## src/rtl/interleaved_mono_framebuffer_draw_defines.svh

```systemverilog
// assertion macros shared by the rtl files
`ifndef INTERLEAVED_MONO_FRAMEBUFFER_DRAW_DEFINES_SVH
`define INTERLEAVED_MONO_FRAMEBUFFER_DRAW_DEFINES_SVH

// consequent must hold in the same cycle as the antecedent
`define IMFD_ASSERT_NOW(label, ante, cons, msg) \
	label: assert property (@(posedge clk) disable iff (!arst_n) (ante) |-> (cons)) \
		else $error(msg);

// consequent must hold in the cycle after the antecedent
`define IMFD_ASSERT_NEXT(label, ante, cons, msg) \
	label: assert property (@(posedge clk) disable iff (!arst_n) (ante) |=> (cons)) \
		else $error(msg);

`endif

```

## src/rtl/imfd_pkg.sv

```systemverilog
`timescale 1ns / 1ps
package imfd_pkg;

	localparam int MODE_W = 3;
	localparam int X_W    = 10;
	localparam int Y_W    = 9;

	localparam int BYTES_PER_ROW = 90;
	localparam int BANK_BYTES    = 8192;
	localparam int SCREEN_WIDTH  = 720;
	localparam int SCREEN_HEIGHT = 350;

	localparam int STORE_DEPTH = 4 * BANK_BYTES;
	localparam int ADDR_W      = $clog2(STORE_DEPTH);
	localparam int BYTE_W      = X_W - 3;

	localparam logic [X_W-1:0] X_MAX = X_W'(SCREEN_WIDTH - 1);
	localparam logic [Y_W-1:0] Y_MAX = Y_W'(SCREEN_HEIGHT - 1);

	// row base steps: next row in the following bank, or back to bank 0 one line down
	localparam logic [ADDR_W-1:0] BANK_STEP = ADDR_W'(BANK_BYTES);
	localparam logic [ADDR_W-1:0] WRAP_STEP = ADDR_W'(BYTES_PER_ROW - 3 * BANK_BYTES);

	localparam int QUEUE_DEPTH = 2;
	localparam int QPTR_W      = $clog2(QUEUE_DEPTH);
	localparam int QCNT_W      = $clog2(QUEUE_DEPTH + 1);

	localparam logic [MODE_W-1:0] MODE_PIXEL = 3'd0;
	localparam logic [MODE_W-1:0] MODE_READ  = 3'd1;
	localparam logic [MODE_W-1:0] MODE_HSPAN = 3'd2;
	localparam logic [MODE_W-1:0] MODE_VSPAN = 3'd3;
	localparam logic [MODE_W-1:0] MODE_RECT  = 3'd4;

	typedef enum logic [1:0] {
		OP_NOP,
		OP_DRAW,
		OP_READ
	} op_t;

	typedef struct packed {
		op_t               op;
		logic              colour;
		logic [BYTE_W-1:0] b_first;
		logic [BYTE_W-1:0] b_last;
		logic [7:0]        m_first;
		logic [7:0]        m_last;
		logic [Y_W-1:0]    y_first;
		logic [Y_W-1:0]    y_last;
		logic [ADDR_W-1:0] row_base;
	} cmd_t;

	function automatic logic [ADDR_W-1:0] row_base_of(input logic [Y_W-1:0] y);
		logic [ADDR_W-1:0] bank_part;
		logic [ADDR_W-1:0] line_part;
		bank_part = ADDR_W'(BANK_BYTES * int'(y[1:0]));
		line_part = ADDR_W'(BYTES_PER_ROW * int'(y[Y_W-1:2]));
		return bank_part + line_part;
	endfunction

endpackage

```

## src/rtl/imfd_if.sv

```systemverilog
`timescale 1ns / 1ps
interface imfd_req_if;
	import imfd_pkg::*;

	logic              valid;
	logic              ready;
	logic [MODE_W-1:0] mode;
	logic [X_W-1:0]    x_start;
	logic [X_W-1:0]    x_end;
	logic [Y_W-1:0]    y_start;
	logic [Y_W-1:0]    y_end;
	logic              colour;

	modport source (output valid, output mode, output x_start, output x_end,
		output y_start, output y_end, output colour, input ready);
	modport sink (input valid, input mode, input x_start, input x_end,
		input y_start, input y_end, input colour, output ready);
endinterface


```

## src/rtl/imfd_front.sv

```systemverilog
`timescale 1ns / 1ps
module imfd_front (
	imfd_req_if.sink       req,
	input  logic           full,
	input  logic           clearing,
	output logic           push,
	output imfd_pkg::cmd_t cmd
);
	import imfd_pkg::*;

	logic [X_W-1:0] x2c;
	logic [Y_W-1:0] y2c;
	logic           x_on;
	logic           y_on;
	logic           x_order;
	logic           y_order;
	logic [7:0]     m_left;
	logic [7:0]     m_right;
	logic [7:0]     m_pix;

	assign req.ready = !full && !clearing;
	assign push      = req.valid && req.ready;

	always_comb begin
		x2c     = (req.x_end > X_MAX) ? X_MAX : req.x_end;
		y2c     = (req.y_end > Y_MAX) ? Y_MAX : req.y_end;
		x_on    = req.x_start <= X_MAX;
		y_on    = req.y_start <= Y_MAX;
		// column order is judged on the unclipped end column, row order on the clipped end row
		x_order = req.x_start <= req.x_end;
		y_order = req.y_start <= y2c;
		m_left  = 8'hff >> req.x_start[2:0];
		m_right = 8'hff << (3'd7 - x2c[2:0]);
		m_pix   = 8'h80 >> req.x_start[2:0];

		cmd          = '0;
		cmd.op       = OP_NOP;
		cmd.colour   = req.colour;
		cmd.b_first  = req.x_start[X_W-1:3];
		cmd.b_last   = req.x_start[X_W-1:3];
		cmd.m_first  = m_pix;
		cmd.m_last   = m_pix;
		cmd.y_first  = req.y_start;
		cmd.y_last   = req.y_start;
		cmd.row_base = row_base_of(req.y_start);

		unique case (req.mode)
			MODE_PIXEL: begin
				if (x_on && y_on) cmd.op = OP_DRAW;
			end
			MODE_READ: begin
				if (x_on && y_on) cmd.op = OP_READ;
			end
			MODE_HSPAN: begin
				if (x_on && y_on && x_order) cmd.op = OP_DRAW;
				cmd.b_last  = x2c[X_W-1:3];
				cmd.m_first = m_left;
				cmd.m_last  = m_right;
			end
			MODE_VSPAN: begin
				if (x_on && y_order) cmd.op = OP_DRAW;
				cmd.y_last = y2c;
			end
			MODE_RECT: begin
				if (x_on && x_order && y_order) cmd.op = OP_DRAW;
				cmd.b_last  = x2c[X_W-1:3];
				cmd.m_first = m_left;
				cmd.m_last  = m_right;
				cmd.y_last  = y2c;
			end
			default: begin
				cmd.op = OP_NOP;
			end
		endcase
	end
endmodule

```

## src/flat_wrapper.sv

```systemverilog
// flat-port wrapper written by rule: the top's interface ports become plain ports
module imfd_front_flat import imfd_pkg::*;
  (full, clearing, push, cmd, req_valid, req_mode, req_x_start, req_x_end, req_y_start, req_y_end, req_colour, req_ready);
  imfd_req_if req_i ();
  input  logic full;
  input  logic clearing;
  output logic push;
  output imfd_pkg::cmd_t cmd;
  input wire logic [$bits(req_i.valid)-1:0] req_valid;
  input wire logic [$bits(req_i.mode)-1:0] req_mode;
  input wire logic [$bits(req_i.x_start)-1:0] req_x_start;
  input wire logic [$bits(req_i.x_end)-1:0] req_x_end;
  input wire logic [$bits(req_i.y_start)-1:0] req_y_start;
  input wire logic [$bits(req_i.y_end)-1:0] req_y_end;
  input wire logic [$bits(req_i.colour)-1:0] req_colour;
  output wire logic [$bits(req_i.ready)-1:0] req_ready;
  assign req_i.valid = req_valid;
  assign req_i.mode = req_mode;
  assign req_i.x_start = req_x_start;
  assign req_i.x_end = req_x_end;
  assign req_i.y_start = req_y_start;
  assign req_i.y_end = req_y_end;
  assign req_i.colour = req_colour;
  assign req_ready = req_i.ready;
  imfd_front u_core (.req(req_i), .full(full), .clearing(clearing), .push(push), .cmd(cmd));
endmodule
```

## config.mk

```make
export PLATFORM = sky130hd
export DESIGN_NAME = imfd_front_flat
export DESIGN_NICKNAME = d
export VERILOG_FILES = /design/src/rtl/interleaved_mono_framebuffer_draw_defines.svh /design/src/rtl/imfd_pkg.sv /design/src/rtl/imfd_if.sv /design/src/rtl/imfd_front.sv /design/src/flat_wrapper.sv
export SDC_FILE = /design/constraint.sdc
export NUM_CORES = 1
export LEC_CHECK = 0
export BUFFER_PORTS_ARGS = -buffer_cell sky130_fd_sc_hd__buf_4
export CAP_MARGIN = 20
export CORE_AREA = 2 2 69 71
export DETAILED_ROUTE_END_ITERATION = 10
export DIE_AREA = 0 0 71 73
export GPL_ROUTABILITY_DRIVEN = 0
export PLACE_DENSITY_LB_ADDON = 0.12
export SYNTH_ARGS = -nofsm -noshare
export SYNTH_HDL_FRONTEND = slang
export SYNTH_SLANG_ARGS = --single-unit
```

## constraint.sdc

```tcl
create_clock -name vclk -period 6
set_input_delay 1.2 -clock vclk [all_inputs]
set_output_delay 1.2 -clock vclk [all_outputs]
set_load 0.005 [all_outputs]
```

==> results by group <==
Placed design
  • Post-Place Cells: 420
  • Placement Cell Area: 0.00272 mm²
  • HPWL after DPL: 4480 µm
  • PortBufs: 110

GRT
  • Vias in the first global route: 1,887
  • Largest net degree at the start of global routing: 19
  • First-pass GRT wire length: 8200 µm
  • GRT Resource Usage Total: 0.186
  • Remaining Overflow, GRT: 0
  • Number of antenna violations at the first check in global routing: 0

Critical path
  • CP startpoint kind: primary input
  • Cell mode on critical path: ha_1
  • CP required: 4.80 ns
  • CP max FO: 6
  • CP Cell Sequence: buf_4, ha_1, ha_1, inv_1, fa_1, inv_1, ha_1, inv_1, fa_1, nor2b_1, o21ai_0, a21o_1, a31oi_1, xor2_1, ha_1, xor2_1, buf_4
  • Crit path arrival time: 4.42 ns
  • Slowest-stage cell, CP: fa_1
  • Setup Crit Path Kind: in2out
  • Critical Path Sink Type: primary output
  • Critical path's largest stage delay: 0.46 ns

Min path
  • Worst Hold Endpoint: cmd[63]
  • HP Start: req_colour
  • Hold crit path type: in2out
  • Worst Hold Path Cells: 0

Logic synthesis
  • Post-synth top area cell: ha_1
  • Yosys top cell area share: 0.268
  • Post-Syn Instances: 282
  • Synth area leaders: ha_1 27%, inv_1 8.8%, fa_1 8.0%
  • Syn_nets: 378
  • Syn Area/Cell: 7.12 µm²
  • Post-synthesis cell type count: 47
  • Post-synthesis sequential area ratio: 0
  • Yosys warnings: 0
  • Synthesized area: 0.00201 mm²

Cells and area
  • Commonest non-fill, non-tap cells in the layout: 110 x buf_4, 47 x inv_1, 43 x ha_1, 28 x nor2_1, 22 x a21oi_1
  • Net count, final: 464
  • Antenna cells: 0
  • Cell area after layout: 0.00272 mm²
  • Layout cell share with drive strength beyond 1: 0.322
  • Post-Layout Cell Count: 420
  • Leading cell type in the layout, fill and taps excluded: buf_4
  • Sequential cells: 0
  • Area Overhead vs Synth: 35.7%
  • Sequential cell area: 0 µm²
  • # clk buffers: 0

Clocking
  • CTS Hold Bufs: 0
  • Resize count post-CTS: 0
  • Post-CTS Setup Repair Bufs: 0

STA
  • Slew @ Worst Pin: 1.02 ns
  • # setup viols final: 0
  • Final hold viol count: 0
  • WHS: 2.40 ns
  • Max-slew headroom: 0.319
  • Achievable Freq: 178 MHz
  • Tmin final: 5.62 ns
  • Setup total negative slack: 0 ns
  • RSZ-0062 raised after global routing: no
  • Fin. max-slew vios: 0
  • Fin crit share: 0.936

Die
  • Cell Rows: 25
  • Die X: 71 µm
  • I/O Pins: 113
  • DIE HEIGHT: 73 µm
  • Initial Util: 0.442
  • Die area: 0.00518 mm²
  • Placeable Area: 0.00454 mm²

Pwr
  • PwrDens: 130 mW/mm²
  • Worst VDD drop: 0.140 mV
  • Tot Pwr: 355 µW
  • Leakage power: 0.00155 µW

Outcome
  • Status: complete, no violations

Job
  • Number of max-cap violations: 0

Drt
  • First drt pass iteration count: 4
  • DR WL/cell: 12.1 µm
  • Vias: 2,140
  • Vias per cell: 5.10
  • DR DRC count: 0
  • DRT Wirelength: 5080 µm
  • Antenna Nets Post-Route: 0
  • Number of DRC markers in iteration 0: 84
==> kinds of logic (layout without fill, tap and decap cells) <==
group	Yosys count	after routing	synth area share
AO/OA/AOI/OAI	68	68	0.224
XOR/XNOR	8	8	0.0349
adder cells (fa/ha/maj)	51	51	0.348
buffers and inverters	73	157	0.176
multiplexers	5	5	0.0318
other	1	1	0.00187
AND/OR/NAND/NOR	76	76	0.183
==> area by class of cell <==
type | count | area, µm²
Timing Repair Buffer | 110 | 826
Inverter | 47 | 176
Tap cell | 54 | 67.6
Multi-Input combinational cell | 209 | 1650
Fill cell | 417 | 1810
==> metrics by stage <==
stage | util | setup WS (ns)
finish | 0.601 | 0.382
global route | 0.601 | 0.169
CTS | 0.601 | 0.334
detailed placement | 0.601 | 0.348
global placement | 0.601 | 0.411
floorplan | - | 0.865
==> routing by layer <==
layer,up-vias,GRT usage,share of wire
met5,-,0,0
met4,0,0.00629,0
met3,0,0.0138,0.061
met2,72,0.317,0.46
met1,949,0.271,0.47
li1,1119,-,-
==> synthesized netlist by cell type (2+ instances only) <==
master and number:
and3_1 2, a21o_1 3, inv_1 47, buf_4 20
fa_1 8, a211oi_1 3, nor3_1 4, a21oi_1 22
xnor2_1 4, buf_2 3, nand2b_4 2, o21a_1 2
nand2_1 21, a2111oi_0 2, or3_1 3, a31oi_1 4
o21ai_1 4, xor2_1 4, nand4_1 3, nor2_1 28
clkbuf_1 3, o211a_1 3, nand2b_1 3, mux2i_1 3
ha_1 43, o21ai_0 12, or2_2 2, o211ai_1 2
o31ai_1 3, nand3b_1 2
==> power breakdown <==
group	leakage [µW]	switching, µW	internal, µW	total [µW]
registers	0	0	0	0
logic	0.00155	164	191	355
clock network	0	0	0	0
==> worst max path at each step <==
stage / startpoint / endpoint / slack (ns) / cells after the start
floorplan: req_y_start[6] / cmd[14] / 0.87 / 13
global placement: req_y_start[8] / cmd[14] / 0.41 / 15
detailed placement: req_y_start[4] / cmd[14] / 0.35 / 17
CTS: req_y_start[4] / cmd[14] / 0.33 / 17
global route: req_y_start[4] / cmd[14] / 0.17 / 17
finish: req_y_start[4] / cmd[14] / 0.38 / 17
==> worst max-delay path, delay by kind of cell <==
family | cells | cell delay [ns]
AOI/OAI and AO/OA | 3 | 0.50
xor gates and xnor gates | 2 | 0.36
buffers and inverters | 5 | 0.43
and+or+nand+nor | 1 | 0.12
adders and majority gates | 6 | 1.80
No activity file was read; power rests on OpenSTA's default activity.
