<file path="src/rtl/interleaved_mono_framebuffer_draw_defines.svh">
// assertion macros shared by the rtl files
`ifndef INTERLEAVED_MONO_FRAMEBUFFER_DRAW_DEFINES_SVH
`define INTERLEAVED_MONO_FRAMEBUFFER_DRAW_DEFINES_SVH

// consequent must hold in the same cycle as the antecedent
`define IMFD_ASSERT_NOW(label, ante, cons, msg) \
	label: assert property (@(posedge clk) disable iff (!arst_n) (ante) |-> (cons)) \
		else $error(msg);

// consequent must hold in the cycle after the antecedent
`define IMFD_ASSERT_NEXT(label, ante, cons, msg) \
	label: assert property (@(posedge clk) disable iff (!arst_n) (ante) |=> (cons)) \
		else $error(msg);

`endif

</file>
<file path="src/rtl/imfd_pkg.sv">
`timescale 1ns / 1ps
package imfd_pkg;

	localparam int MODE_W = 3;
	localparam int X_W    = 10;
	localparam int Y_W    = 9;

	localparam int BYTES_PER_ROW = 90;
	localparam int BANK_BYTES    = 8192;
	localparam int SCREEN_WIDTH  = 720;
	localparam int SCREEN_HEIGHT = 350;

	localparam int STORE_DEPTH = 4 * BANK_BYTES;
	localparam int ADDR_W      = $clog2(STORE_DEPTH);
	localparam int BYTE_W      = X_W - 3;

	localparam logic [X_W-1:0] X_MAX = X_W'(SCREEN_WIDTH - 1);
	localparam logic [Y_W-1:0] Y_MAX = Y_W'(SCREEN_HEIGHT - 1);

	// row base steps: next row in the following bank, or back to bank 0 one line down
	localparam logic [ADDR_W-1:0] BANK_STEP = ADDR_W'(BANK_BYTES);
	localparam logic [ADDR_W-1:0] WRAP_STEP = ADDR_W'(BYTES_PER_ROW - 3 * BANK_BYTES);

	localparam int QUEUE_DEPTH = 2;
	localparam int QPTR_W      = $clog2(QUEUE_DEPTH);
	localparam int QCNT_W      = $clog2(QUEUE_DEPTH + 1);

	localparam logic [MODE_W-1:0] MODE_PIXEL = 3'd0;
	localparam logic [MODE_W-1:0] MODE_READ  = 3'd1;
	localparam logic [MODE_W-1:0] MODE_HSPAN = 3'd2;
	localparam logic [MODE_W-1:0] MODE_VSPAN = 3'd3;
	localparam logic [MODE_W-1:0] MODE_RECT  = 3'd4;

	typedef enum logic [1:0] {
		OP_NOP,
		OP_DRAW,
		OP_READ
	} op_t;

	typedef struct packed {
		op_t               op;
		logic              colour;
		logic [BYTE_W-1:0] b_first;
		logic [BYTE_W-1:0] b_last;
		logic [7:0]        m_first;
		logic [7:0]        m_last;
		logic [Y_W-1:0]    y_first;
		logic [Y_W-1:0]    y_last;
		logic [ADDR_W-1:0] row_base;
	} cmd_t;

	function automatic logic [ADDR_W-1:0] row_base_of(input logic [Y_W-1:0] y);
		logic [ADDR_W-1:0] bank_part;
		logic [ADDR_W-1:0] line_part;
		bank_part = ADDR_W'(BANK_BYTES * int'(y[1:0]));
		line_part = ADDR_W'(BYTES_PER_ROW * int'(y[Y_W-1:2]));
		return bank_part + line_part;
	endfunction

endpackage

</file>
<file path="src/rtl/imfd_queue.sv">
`timescale 1ns / 1ps
`include "interleaved_mono_framebuffer_draw_defines.svh"
module imfd_queue (
	input  logic           clk,
	input  logic           arst_n,
	input  logic           push,
	input  imfd_pkg::cmd_t push_cmd,
	input  logic           pop,
	output logic           full,
	output logic           head_valid,
	output imfd_pkg::cmd_t head
);
	import imfd_pkg::*;

	cmd_t              entry_q [QUEUE_DEPTH];
	logic [QPTR_W-1:0] wr_ptr_q;
	logic [QPTR_W-1:0] rd_ptr_q;
	logic [QCNT_W-1:0] count_q;

	assign full       = count_q == QCNT_W'(QUEUE_DEPTH);
	assign head_valid = count_q != '0;
	assign head       = entry_q[rd_ptr_q];

	always_ff @(posedge clk) begin
		if (push) entry_q[wr_ptr_q] <= push_cmd;
	end

	always_ff @(posedge clk or negedge arst_n) begin
		if (!arst_n) begin
			wr_ptr_q <= '0;
			rd_ptr_q <= '0;
			count_q  <= '0;
		end else begin
			if (push) begin
				wr_ptr_q <= (wr_ptr_q == QPTR_W'(QUEUE_DEPTH - 1)) ? '0 : wr_ptr_q + QPTR_W'(1);
			end
			if (pop) begin
				rd_ptr_q <= (rd_ptr_q == QPTR_W'(QUEUE_DEPTH - 1)) ? '0 : rd_ptr_q + QPTR_W'(1);
			end
			if (push && !pop) count_q <= count_q + QCNT_W'(1);
			else if (pop && !push) count_q <= count_q - QCNT_W'(1);
		end
	end

	`IMFD_ASSERT_NOW(a_queue_no_overflow, push && !pop, !full, "push into full queue")
	`IMFD_ASSERT_NOW(a_queue_no_underflow, pop, head_valid, "pop from empty queue")
endmodule

</file>
<file path="config.mk">
export PLATFORM = sky130hd
export DESIGN_NAME = imfd_queue
export DESIGN_NICKNAME = d
export VERILOG_FILES = /design/src/rtl/imfd_pkg.sv /design/src/rtl/imfd_queue.sv
export VERILOG_INCLUDE_DIRS = /design/src /design/src/rtl
export SDC_FILE = /design/constraint.sdc
export NUM_CORES = 1
export LEC_CHECK = 0
export BUFFER_PORTS_ARGS = -buffer_cell sky130_fd_sc_hd__buf_2
export CORE_MARGIN = 4
export CORE_UTILIZATION = 40
export CTS_BUF_LIST = sky130_fd_sc_hd__clkbuf_4
export DETAILED_ROUTE_END_ITERATION = 10
export PLACE_DENSITY = 0.71
export SLEW_MARGIN = 20
export SYNTH_ARGS = -nofsm -noshare
export SYNTH_HDL_FRONTEND = slang
export SYNTH_SLANG_ARGS = --single-unit
</file>
<file path="constraint.sdc">
create_clock -name clk -period 11.7 [get_ports clk]
set_input_delay 0.585 -clock clk [delete_from_list [all_inputs] [get_ports clk]]
set_output_delay 0.585 -clock clk [all_outputs]
set_load 0.02 [all_outputs]
</file>
==> results of run 1 <==
layout by cell type, fill, tap and decap left out:
cell type	synthesis	final
dlygate4sd3_1	0	1
nor2b_1	2	1
buf_2	3	137
mux2_2	36	36
clkinvlp_4	0	1
and2_4	0	1
dfrtp_4	0	1
xor2_1	4	4
ha_1	1	1
dfrtp_1	4	3
mux2_4	30	30
buf_4	1	1
bufinv_16	0	2
clkinv_2	0	5
edfxtp_1	132	132
clkbuf_4	0	19
or2_2	1	1
nor2_1	1	1
inv_1	1	1
xnor2_1	1	1
nor2b_4	0	1
clkinv_1	0	5
power by group through the flow:
stage | clock network [mW] | registers (mW) | logic (mW)
2_1_floorplan | 0 | 0.682 | 0.389
3_3_place_gp | 0 | 0.734 | 0.474
3_5_place_dp | 0 | 0.741 | 0.477
4_1_cts | 0.292 | 0.730 | 0.479
5_1_grt | 0.315 | 0.740 | 0.499
6_report | 0.280 | 0.724 | 0.469
repair_timing:
action,in CTS,in global routing
buffers inserted,0,0
hold buffers,1,0
hold endpoints to repair,4,0
state kept, by name (all words and copies together) (netlist names):
register	flops
entry_q	132
rd_ptr_q	1
wr_ptr_q	1
count_q	2
worst max-delay path: stages (launching register included):
cell,delay [ns]
dfrtp_4,1.15
mux2_2,0.42
buf_2,0.16
cells by family after synthesis:
kind of cell	count (synthesis)	synth area share
multiplexers	66	0.169
XOR/XNOR	5	0.00865
adder cells (fa/ha/maj)	1	0.00247
buffers and inverters	8	0.0119
AND/OR/NAND/NOR	5	0.00568
flip-flops	136	0.802
per-layer routing:
layer,GRT usage,wire length (um),part of all wire,vias to the layer above
met2,0.211,4580,0.52,91
met3,0.0514,606,0.069,15
met4,0.0659,162,0.018,0
met1,0.140,3440,0.39,1237
met5,0,0,0,-
li1,-,-,-,1180
cell type report:
type	instances	share of cell area
Timing Repair Buffer	139	0.114
Clock inverter	13	0.0180
Clock buffer	19	0.0230
Multi-Input combinational cell	77	0.154
Tap cell	168	0.0340
Inverter	1	0.000606
Sequential cell	136	0.657
synthesized netlist by cell type:
cell type / instances
buf_2: 3
edfxtp_1: 132
buf_4: 1
xor2_1: 4
xnor2_1: 1
mux2_2: 36
nor2b_1: 2
and2_1: 1
or2_2: 1
ha_1: 1
buf_6: 3
dfrtp_1: 4
inv_1: 1
mux2_4: 30
nor2_1: 1
worst max-delay path by stage:
stage	startpoint	depth (start not counted)	to	slack (ns)
6_report	rd_ptr_q$_DFFE_PN0P_	2	head[51]	8.83
5_1_grt	rd_ptr_q$_DFFE_PN0P_	2	head[41]	8.63
4_1_cts	rd_ptr_q$_DFFE_PN0P_	2	head[50]	8.69
3_5_place_dp	rd_ptr_q$_DFFE_PN0P_	2	head[50]	9.33
3_3_place_gp	rd_ptr_q$_DFFE_PN0P_	2	head[50]	9.35
2_1_floorplan	push	1	entry_q[0][0]$_DFFE_PP_	7.72
==> flow_metrics.env, run 1 <==
export IMPL_fin_util=0.507
export IMPL_grt_pass1_wl_um=13700
export IMPL_rsz0062_at_grt="no"
export IMPL_hold_depth=1
export IMPL_synth_top_area_cell="edfxtp_1"
export IMPL_nets=443
export IMPL_multi_input_area_um2=951
export IMPL_hold_start="push_cmd[37]"
export IMPL_synth_cell_area_mm2=0.00506
export IMPL_end_kind="output pin"
export IMPL_io_pins=138
export IMPL_crit_type="flop to output pin"
export IMPL_critPathMaxFanout=67
export IMPL_max_cap_violations=0
export IMPL_status="completed"
export IMPL_p_leak_nw=2.42
export IMPL_hp_class="input port to flop"
export IMPL_drt_iter0_markers=168
export IMPL_hold_ws_ns=0.246
export IMPL_internal_power_uw=991
export IMPL_switching_power_uw=482
export IMPL_synthesis_nets=292
export IMPL_fin_crit_ns=2.87
export IMPL_dp_hpwl_um=5480
export IMPL_finalPower_mw=1.47
export IMPL_reg2reg_slack_ns=10.05
export IMPL_wl_per_cell_um=15.9
export IMPL_vias_per_cell=4.56
export IMPL_die_x_um=121
export IMPL_place_area_mm2=0.00593
export IMPL_cts_resized=0
export IMPL_yosysWarnings=0
export IMPL_rr_worst_depth=2
export IMPL_cts_root_buf="clkbuf_4"
export IMPL_area_growth_pct=22.2
export IMPL_synth_cell_types=15
export IMPL_die_y_um=121
export IMPL_port_buffers=137
export IMPL_synthTopCellsByArea="edfxtp_1 78%, mux2_4 8.9%, mux2_2 8.0%"
export IMPL_final_cell_area_mm2=0.00619
export IMPL_regArea_mm2=0.00407
export IMPL_diodes=0
export IMPL_dp_cells=520
export IMPL_fmax_ghz=0.348
export IMPL_finalMaxSlewViolations=0
export IMPL_path_clk_slew_ns=0.11
export IMPL_comb_power_share=0.318
export IMPL_drc=0
export IMPL_ys_seq_area_frac=0.802
export IMPL_power_density_mw_per_mm2=238
export IMPL_grt_remaining_overflow=0
export IMPL_clock_sinks=136
export IMPL_r2r_start="wr_ptr_q$_DFFE_PN0P_"
export IMPL_pwr_share_clk=0.190
export IMPL_setup_violations=0
export IMPL_synthCells=221
export IMPL_htree_num_levels=4
export IMPL_seq_power_share=0.492
export IMPL_die_area_mm2=0.0145
export IMPL_synth_top_area_share=0.783
export IMPL_cts_made_buffers=17
export IMPL_preCtsSetupSlack_ns=9.33
export IMPL_finalWirelength_um=8790
export IMPL_critPathLaunchType="flop"
export IMPL_antenna_found_initial=0
export IMPL_critPathArrivalTime_ns=2.29
export IMPL_peakVddDrop_uv=155
export IMPL_grt_start_max_net_pins=68
export IMPL_timing_final_crit_share=0.246
export IMPL_hold_viol=0
export IMPL_worst_clock_skew_ns=0.0102
export IMPL_cts_tree="done"
export IMPL_synth_area_per_cell_um2=22.9
export IMPL_clock_latency_ns=0.51
export IMPL_nFillCells=1064
export IMPL_grt_usage=0.127
export IMPL_reg2reg_to="entry_q[0][23]$_DFFE_PP_"
export IMPL_worst_pin_slew_ns=1.07
export IMPL_worst_slack_ns=8.83
export IMPL_coreArea_mm2=0.0122
export IMPL_place_congestion=0.655
export IMPL_relSlewSlack=0.288
export IMPL_synth_seq_cells=136
export IMPL_rows=40
export IMPL_vias=2523
export IMPL_instances_no_fill=553
export IMPL_ant_nets=0
export IMPL_cp_required_ns=11.12
export IMPL_initial_core_util=0.415
export IMPL_swShare=0.327
export IMPL_finalSetupTns_ns=0
export IMPL_drive_gt1_frac=0.610
export IMPL_min_to="entry_q[1][37]$_DFFE_PP_"
export IMPL_clock_path_buffers=2
export IMPL_firstDrtPassIters=4
export IMPL_grt_pass1_vias=2776
No activity file was read; power rests on OpenSTA's default activity.
==> run 2: changes to the inputs <==
- clock period: 11.7 -> 2.7 ns (I/O delays scaled with it)
==> run 2 against run 1 <==
Clock power increased to 4.0 times the previous value. Design area is 12% higher. Clock skew up 0.00074 ns. Non-clock buffer count rose by 72. Largest power group unchanged. Clock-buffer cell count unchanged. Global-route usage grew 1.3 points.
==> flow_metrics.env, run 2 (same netlist as run 1, synthesis figures left out) <==
export IMPL_rows=40
export IMPL_grt_start_max_net_pins=44
export IMPL_critPathArrivalTime_ns=2.18
export IMPL_firstDrtPassIters=4
export IMPL_diodes=0
export IMPL_finalSetupTns_ns=0
export IMPL_critPathLaunchType="flop"
export IMPL_setup_violations=0
export IMPL_grt_pass1_vias=3054
export IMPL_die_y_um=121
export IMPL_vias=2795
export IMPL_clock_latency_ns=0.51
export IMPL_path_delay_family="flip-flops"
export IMPL_cts_root_buf="clkbuf_4"
export IMPL_fmax_ghz=0.432
export IMPL_place_congestion=0.665
export IMPL_grt_usage=0.140
export IMPL_nets=515
export IMPL_worst_pin_slew_ns=0.621
export IMPL_clock_path_buffers=2
export IMPL_timing_final_crit_share=0.858
export IMPL_fin_crit_ns=2.32
export IMPL_clock_sinks=136
export IMPL_p_leak_nw=2.72
export IMPL_end_kind="output pin"
export IMPL_cts_made_buffers=17
export IMPL_port_buffers=137
export IMPL_largest_register_ffs=132
export IMPL_rsz0062_at_grt="no"
export IMPL_ant_nets=0
export IMPL_dp_hpwl_um=5860
export IMPL_coreArea_mm2=0.0122
export IMPL_cts_tree="done"
export IMPL_peakVddDrop_uv=524
export IMPL_path_clk_slew_ns=0.11
export IMPL_wl_per_cell_um=15.6
export IMPL_initial_core_util=0.415
export IMPL_relSlewSlack=0.586
export IMPL_finalWirelength_um=9710
export IMPL_layout_common_cells="137 x buf_2, 132 x edfxtp_1, 70 x dlygate4sd3_1"
export IMPL_path_buf_inv=2
export IMPL_finalMaxSlewViolations=0
export IMPL_grt_remaining_overflow=0
export IMPL_power_density_mw_per_mm2=930
export IMPL_max_cap_violations=0
export IMPL_reg2reg_slack_ns=1.10
export IMPL_multi_input_area_um2=951
export IMPL_nFillCells=976
export IMPL_largestRegisters="entry_q (132), count_q (2)"
export IMPL_hold_viol=0
export IMPL_cts_resized=0
export IMPL_status="completed"
export IMPL_io_pins=138
export IMPL_htree_num_levels=4
export IMPL_die_x_um=121
export IMPL_vias_per_cell=4.48
export IMPL_worst_clock_skew_ns=0.0109
export IMPL_crit_type="flop to output pin"
export IMPL_regArea_mm2=0.00407
export IMPL_layout_commonest_cell="buf_2"
export IMPL_die_area_mm2=0.0145
export IMPL_max_stage_delay_ns=0.84
export IMPL_fin_util=0.565
export IMPL_crit_chain="buf_12 -> mux2_2 -> buf_2"
export IMPL_drive_gt1_frac=0.522
export IMPL_drt_iter0_markers=138
export IMPL_slowest_stage="dfrtp_4"
export IMPL_antenna_found_initial=0
export IMPL_drc=0
export IMPL_hp_class="input port to flop"
export IMPL_largest_register="entry_q"
export IMPL_area_growth_pct=36.3
export IMPL_grt_pass1_wl_um=15400
export IMPL_critPathMaxFanout=41
export IMPL_cp_required_ns=2.57
-- run 2: cell count changes in the layout (fill, tap and decap cells not counted), sizes merged --
cell         delta
dlygate4sd3    +69
buf             +3
bufinv          -1
-- run 2: metal layers --
metal | GRT usage | part of all wire
met1 | 0.150 | 0.39
met2 | 0.251 | 0.53
met3 | 0.0468 | 0.060
met4 | 0.0574 | 0.018
met5 | 0 | 0
-- run 2: worst paths after layout --
path / cells past startpoint / endpoint / startpoint
min in group asynchronous: 3 / count_q[1]$_DFFE_PN0P_ / arst_n
max in group asynchronous: 3 / rd_ptr_q$_DFFE_PN0P_ / arst_n
worst min-delay path: 2 / entry_q[1][44]$_DFFE_PP_ / push_cmd[44]
worst max register to register: 2 / entry_q[1][22]$_DFFE_PP_ / wr_ptr_q$_DFFE_PN0P_
worst min register to register: 1 / count_q[1]$_DFFE_PN0P_ / count_q[1]$_DFFE_PN0P_
worst max-delay path: 3 / head[46] / rd_ptr_q$_DFFE_PN0P_
-- run 2: what timing repair did --
action | in CTS | in global routing
setup buffers | 0 | 0
hold endpoints to repair | 139 | 0
hold buffers | 70 | 0
-- run 2: per-stage QoR --
stage / cell area, um2 / hold WS, ns / std cells / total power [mW] / setup WS [ns]
floorplan: 5070 / -0.161 / 221 / 4.63 / 0.145
global placement: 5970 / -0.0557 / 523 / 5.27 / 0.900
detailed placement: 5970 / -0.0438 / 523 / 5.31 / 0.886
CTS: 6900 / 0.257 / 624 / 6.52 / 0.279
global route: 6900 / 0.274 / 624 / 6.76 / 0.231
finish: 6900 / 0.336 / 624 / 6.42 / 0.384
-- run 2: worst reg2reg max path, delay by kind of cell (launching register included) --
kind,cells,cell delay [ns]
buffers and inverters,1,0.26
and+or+nand+nor,1,0.59
DFF,1,0.44
-- run 2: power breakdown --
group	internal (mW)	switching, mW
Combinational	1.04	1.23
Clock	0.452	0.666
Sequential	2.80	0.237
-- run 2: layout make-up --
class / instances / area share
Multi-Input combinational cell: 77 / 0.138
Clock inverter: 12 / 0.0125
Inverter: 1 / 0.000544
Timing Repair Buffer: 211 / 0.209
Tap cell: 168 / 0.0305
Sequential cell: 136 / 0.589
Clock buffer: 19 / 0.0207
